===== config.mk =====
export PLATFORM = sky130hd
export DESIGN_NAME = bpf_fifo
export DESIGN_NICKNAME = d
export VERILOG_FILES = /design/src/bpf_pkg.sv /design/src/bpf_fifo.sv
export SDC_FILE = /design/constraint.sdc
export NUM_CORES = 1
export LEC_CHECK = 0
export ABC_AREA = 1
export BUFFER_PORTS_ARGS = -buffer_cell sky130_fd_sc_hd__clkbuf_2
export CORE_MARGIN = 4
export CORE_UTILIZATION = 52
export CTS_CLUSTER_DIAMETER = 80
export DETAILED_ROUTE_END_ITERATION = 10
export PLACE_DENSITY = 0.86
export SLEW_MARGIN = 20
export SYNTH_ARGS = -nofsm -noshare
export SYNTH_HDL_FRONTEND = slang
export SYNTH_SLANG_ARGS = --single-unit

===== constraint.sdc =====
create_clock -name clk -period 9.7 [get_ports clk]
set_input_delay 1.455 -clock clk [delete_from_list [all_inputs] [get_ports clk]]
set_output_delay 1.455 -clock clk [all_outputs]
set_load 0.05 [all_outputs]

===== src/bpf_pkg.sv =====
package bpf_pkg;

  localparam int CoordW = 16;
  localparam int OutW = 24;
  localparam int CntW = 7;
  localparam int TW = 17;
  localparam int WW = 49;
  localparam int SumW = 64;
  localparam int MaxSegs = 64;
  localparam int SegsReset = 8;

  typedef logic [CoordW-1:0] coord_t;
  typedef logic [CntW-1:0] cnt_t;
  typedef logic [TW-1:0] tpar_t;
  typedef logic [WW-1:0] weight_t;
  typedef logic [SumW-1:0] sum_t;

  typedef enum logic [1:0] {
    ACT_MOVE  = 2'd0,
    ACT_LINE  = 2'd1,
    ACT_QUAD  = 2'd2,
    ACT_CUBIC = 2'd3
  } action_t;

  // One classified command: points in offset binary, step of t per segment
  typedef struct packed {
    logic         quad;
    logic         cs;
    cnt_t         n;
    tpar_t        q;
    cnt_t         r;
    coord_t [3:0] px;
    coord_t [3:0] py;
  } cmd_t;

  typedef struct packed {
    logic full;
    logic valid;
  } fifo_stat_t;

  // floor(65536 / n) for n in 1..64
  function automatic tpar_t seg_step(input cnt_t n);
    tpar_t q;
    begin
      case (n)
        7'd1: q = 17'd65536;  7'd2: q = 17'd32768;  7'd3: q = 17'd21845;
        7'd4: q = 17'd16384;  7'd5: q = 17'd13107;  7'd6: q = 17'd10922;
        7'd7: q = 17'd9362;   7'd8: q = 17'd8192;   7'd9: q = 17'd7281;
        7'd10: q = 17'd6553;  7'd11: q = 17'd5957;  7'd12: q = 17'd5461;
        7'd13: q = 17'd5041;  7'd14: q = 17'd4681;  7'd15: q = 17'd4369;
        7'd16: q = 17'd4096;  7'd17: q = 17'd3855;  7'd18: q = 17'd3640;
        7'd19: q = 17'd3449;  7'd20: q = 17'd3276;  7'd21: q = 17'd3120;
        7'd22: q = 17'd2978;  7'd23: q = 17'd2849;  7'd24: q = 17'd2730;
        7'd25: q = 17'd2621;  7'd26: q = 17'd2520;  7'd27: q = 17'd2427;
        7'd28: q = 17'd2340;  7'd29: q = 17'd2259;  7'd30: q = 17'd2184;
        7'd31: q = 17'd2114;  7'd32: q = 17'd2048;  7'd33: q = 17'd1985;
        7'd34: q = 17'd1927;  7'd35: q = 17'd1872;  7'd36: q = 17'd1820;
        7'd37: q = 17'd1771;  7'd38: q = 17'd1724;  7'd39: q = 17'd1680;
        7'd40: q = 17'd1638;  7'd41: q = 17'd1598;  7'd42: q = 17'd1560;
        7'd43: q = 17'd1524;  7'd44: q = 17'd1489;  7'd45: q = 17'd1456;
        7'd46: q = 17'd1424;  7'd47: q = 17'd1394;  7'd48: q = 17'd1365;
        7'd49: q = 17'd1337;  7'd50: q = 17'd1310;  7'd51: q = 17'd1285;
        7'd52: q = 17'd1260;  7'd53: q = 17'd1236;  7'd54: q = 17'd1213;
        7'd55: q = 17'd1191;  7'd56: q = 17'd1170;  7'd57: q = 17'd1149;
        7'd58: q = 17'd1129;  7'd59: q = 17'd1110;  7'd60: q = 17'd1092;
        7'd61: q = 17'd1074;  7'd62: q = 17'd1057;  7'd63: q = 17'd1040;
        default: q = 17'd1024;
      endcase
      return q;
    end
  endfunction

endpackage


===== src/bpf_fifo.sv =====
module bpf_fifo (
  input  logic                clk,
  input  logic                rst,
  input  logic                push,
  input  bpf_pkg::cmd_t       din,
  input  logic                pop,
  output bpf_pkg::cmd_t       dout,
  output bpf_pkg::fifo_stat_t fstat
);

  bpf_pkg::cmd_t mem [2];
  logic          wr_ptr;
  logic          rd_ptr;
  logic [1:0]    count;

  assign fstat.full  = (count == 2'd2);
  assign fstat.valid = (count != 2'd0);
  assign dout        = mem[rd_ptr];

  always_ff @(posedge clk) begin
    if (push) begin
      mem[wr_ptr] <= din;
    end
  end

  always_ff @(posedge clk) begin
    if (rst) begin
      wr_ptr <= 1'b0;
      rd_ptr <= 1'b0;
      count  <= '0;
    end else begin
      if (push) begin
        wr_ptr <= ~wr_ptr;
      end
      if (pop) begin
        rd_ptr <= ~rd_ptr;
      end
      if (push && !pop) begin
        count <= count + 2'd1;
      end else if (pop && !push) begin
        count <= count - 2'd1;
      end
    end
  end

endmodule


==> summary.md <==
| Metric | Value |
|---|---|
| Status | `complete, no violations` |
| Fin crit share | `0.453` |
| Net Sw Power | `900 uW` |
| Largest cells by area after synthesis | `edfxtp_1 (79%), mux2_4 (11%), mux2_2 (6.6%)` |
| Top-area cell type share of the netlist area | `0.792` |
| CTS Root Cell | `clkbuf_16` |
| Vias in the first global route | `6546` |
| Post-Layout Cell Count | `1221` |
| WL final | `23.7 mm` |
| Comb pwr share | `0.159` |
| Critical Path AT | `2.94 ns` |
| Asr flop ratio synth | `0` |
| Worst R2R Path Depth | `3` |
| Syn_nets | `700` |
| Port buffer count | `327` |
| First-pass GRT wire length | `35.8 mm` |
| CP startpoint kind | `flop` |
| Postcts setup bufs | `0` |
| Post-synth EDFFs | `322` |
| DR iter-0 viols | `348` |
| FILL cells | `1530` |
| Power per cell area | `228 nW/um^2` |
| Hold Path Stages | `2` |
| Top-count cell post-synth | `edfxtp_1` |
| WS Path Type | `flop to output pin` |
| DR WL/cell | `19.4 um` |
| Leakage | `0.00600 uW` |
| DIE AREA | `26000 sq um` |
| Ratio of cells with drive above 1 in the final layout | `0.594` |
| CP Max Fanout | `61` |
| Post-route cell area | `15200 sq um` |
| Die Wd | `161 um` |
| Final setup fails | `0` |
| Syn_area_per_cell | `22.9 sq um` |
| Global route overflow | `0` |
| Flops & latches, synth | `327` |
| Post-synth top area cell | `edfxtp_1` |
| Minimum clock period | `4.39 ns` |
| DRC viols | `0` |
| Num rows | `55` |
| Netlist cell types | `16` |
| Total Routing Usage GR | `0.176` |
| Post-synthesis sequential area ratio | `0.800` |
| Worst Setup End Kind | `output pin` |
| DR vias | `6060` |
| Peak VDD IR | `0.174 mV` |
| Max frequency | `228 MHz` |
| Hold_sp | `rd_ptr` |
| Top FF cell, synth | `edfxtp_1` |
| Sw Share | `0.259` |
| Die extent in y | `161 um` |
| Ports | `328` |
| Post-synthesis cell count | `534` |
| Final WS setup | `5.31 ns` |
| Area Overhead vs Synth | `24.6%` |
| Routed Antenna Nets | `0` |
| CTS Buffer Depth | `3` |
| Core ar. | `22800 sq um` |
| Clock Skews | `0.0197 ns` |
| Final setup TNS | `0 ns` |
| Initial core utilization | `0.534` |
| Area of the mapped netlist | `12200 sq um` |
| Worst-margin pin slew | `1.08 ns` |
| Clock share of power | `0.361` |
| Clock transition at path regs | `0.06 ns` |
| Pins Over Slew Limit | `0` |
| Post-Place Cells | `1161` |
| Critical Path RT | `8.25 ns` |
| FF-to-FF Start | `wr_ptr` |
| H-tree depth | `2` |
| Vias per cell | `4.96` |
| Post_cts resized | `0` |
| Hold crit path type | `flop to flop` |
| DRT Pass-1 Iters | `5` |
| Initial antenna violation count | `2` |
| Max Cap Viol | `0` |
| Final HPWL DP | `16.0 mm` |
| Flop pwr share | `0.480` |
| Cell Int Power | `2570 uW` |
| Relative slew slack | `0.283` |
| Nets@finish | `1050` |
| Num CTS Buffers | `34` |
| RR Endpoint | `mem[1][77]` |
| Post-synth top cells | `edfxtp_1 (322), mux2_4 (90), mux2_2 (71)` |
| Clk Latency, worst-skew pair | `0.49 ns` |
| Largest net degree at the start of global routing | `97` |
| Ys Warns | `0` |
| Placed Instance Area | `14100 sq um` |
| R2R setup slack | `7.18 ns` |
| Routability Congestion | `0.746` |
| Hold-fix buffers at CTS | `0` |
| Unrepaired setup endpoints after global routing | `no` |
| CTS sink count | `327` |
| CTS tree | `built` |
| Place WS | `5.81 ns` |
| Final hold vios | `0` |
routing by layer:
metal	wire, um	global-route usage
met5	11	0
met4	468	0.0543
met3	1900	0.0533
met2	12100	0.304
met1	9140	0.216
sequential cells by signal, indices dropped and copies added (netlist names), named ones only:
name    count
mem       322
wr_ptr      1
rd_ptr      1
count       2
power by group through the flow:
stage | clock network, uW | logic (uW) | registers (uW)
6_report | 1250 | 553 | 1660
3_3_place_gp | 0 | 549 | 1690
3_5_place_dp | 0 | 556 | 1690
5_1_grt | 1340 | 577 | 1670
2_1_floorplan | 0 | 436 | 1690
4_1_cts | 1280 | 559 | 1670
worst max-delay path, cell delays in order (launching register included):
cell and delay (ns):
dfxtp_4 0.78, buf_4 0.86, mux2_2 0.42, clkbuf_2 0.24
area by class of cell:
type,count,area [sq um],share of cell area
Tap cell,313,392,0.0257
Antenna cell,1,2.50,0.000165
Clock buffer,42,902,0.0593
Timing Repair Buffer,332,1670,0.110
Clock inverter,17,178,0.0117
Multi-Input combinational cell,180,2250,0.148
Inverter,9,38.8,0.00255
Sequential cell,327,9770,0.643
layout by cell type (no fill, tap or decap):
cell and instances:
buf_4 5, clkbuf_1 7, bufinv_16 4, xnor2_1 1
ha_1 1, nor3_1 1, clkbuf_2 327, inv_1 8
inv_6 2, nor2_1 5, edfxtp_1 322, nand3_1 1
diode_2 1, mux2_4 90, clkbuf_16 35, nand2_1 6
mux2_2 71, dfxtp_4 1, o21ai_0 1, dfxtp_1 4
clkinv_1 9, a21oi_1 1, nor2_4 1, clkinv_2 3
nand4_1 1
how the worst max path moves through the flow:
stage / from / to / slack, ns / depth (start not counted)
2_1_floorplan: push / mem[0][0] / 0.79 / 2
3_3_place_gp: flop / dout[41] / 5.85 / 3
3_5_place_dp: flop / dout[6] / 5.81 / 3
6_report: flop / dout[14] / 5.31 / 3
5_1_grt: flop / dout[14] / 5.17 / 3
4_1_cts: flop / dout[6] / 5.26 / 3
kinds of logic (layout without fill, tap and decap cells):
logic type,count (synthesis),in the layout,share of synthesized area
simple gates,15,15,0.00502
mux,161,161,0.176
xor+xnor,1,1,0.000718
flops,327,327,0.800
fa+ha+maj,1,1,0.00102
buf+inv,27,400,0.0158
other cells,0,1,0
compound gates,2,2,0.000819
metrics by stage:
step / total power [uW] / hold slack [ns] / utilization
after CTS: 3500 / 0.537 / 0.666
after detailed placement: 2250 / 0.520 / 0.618
after global routing: 3590 / 0.576 / 0.666
after floorplan: 2130 / 0.480 / -
after global placement: 2240 / 0.496 / 0.618
final: 3470 / 0.532 / 0.666
(Power assumes the default switching activity.)
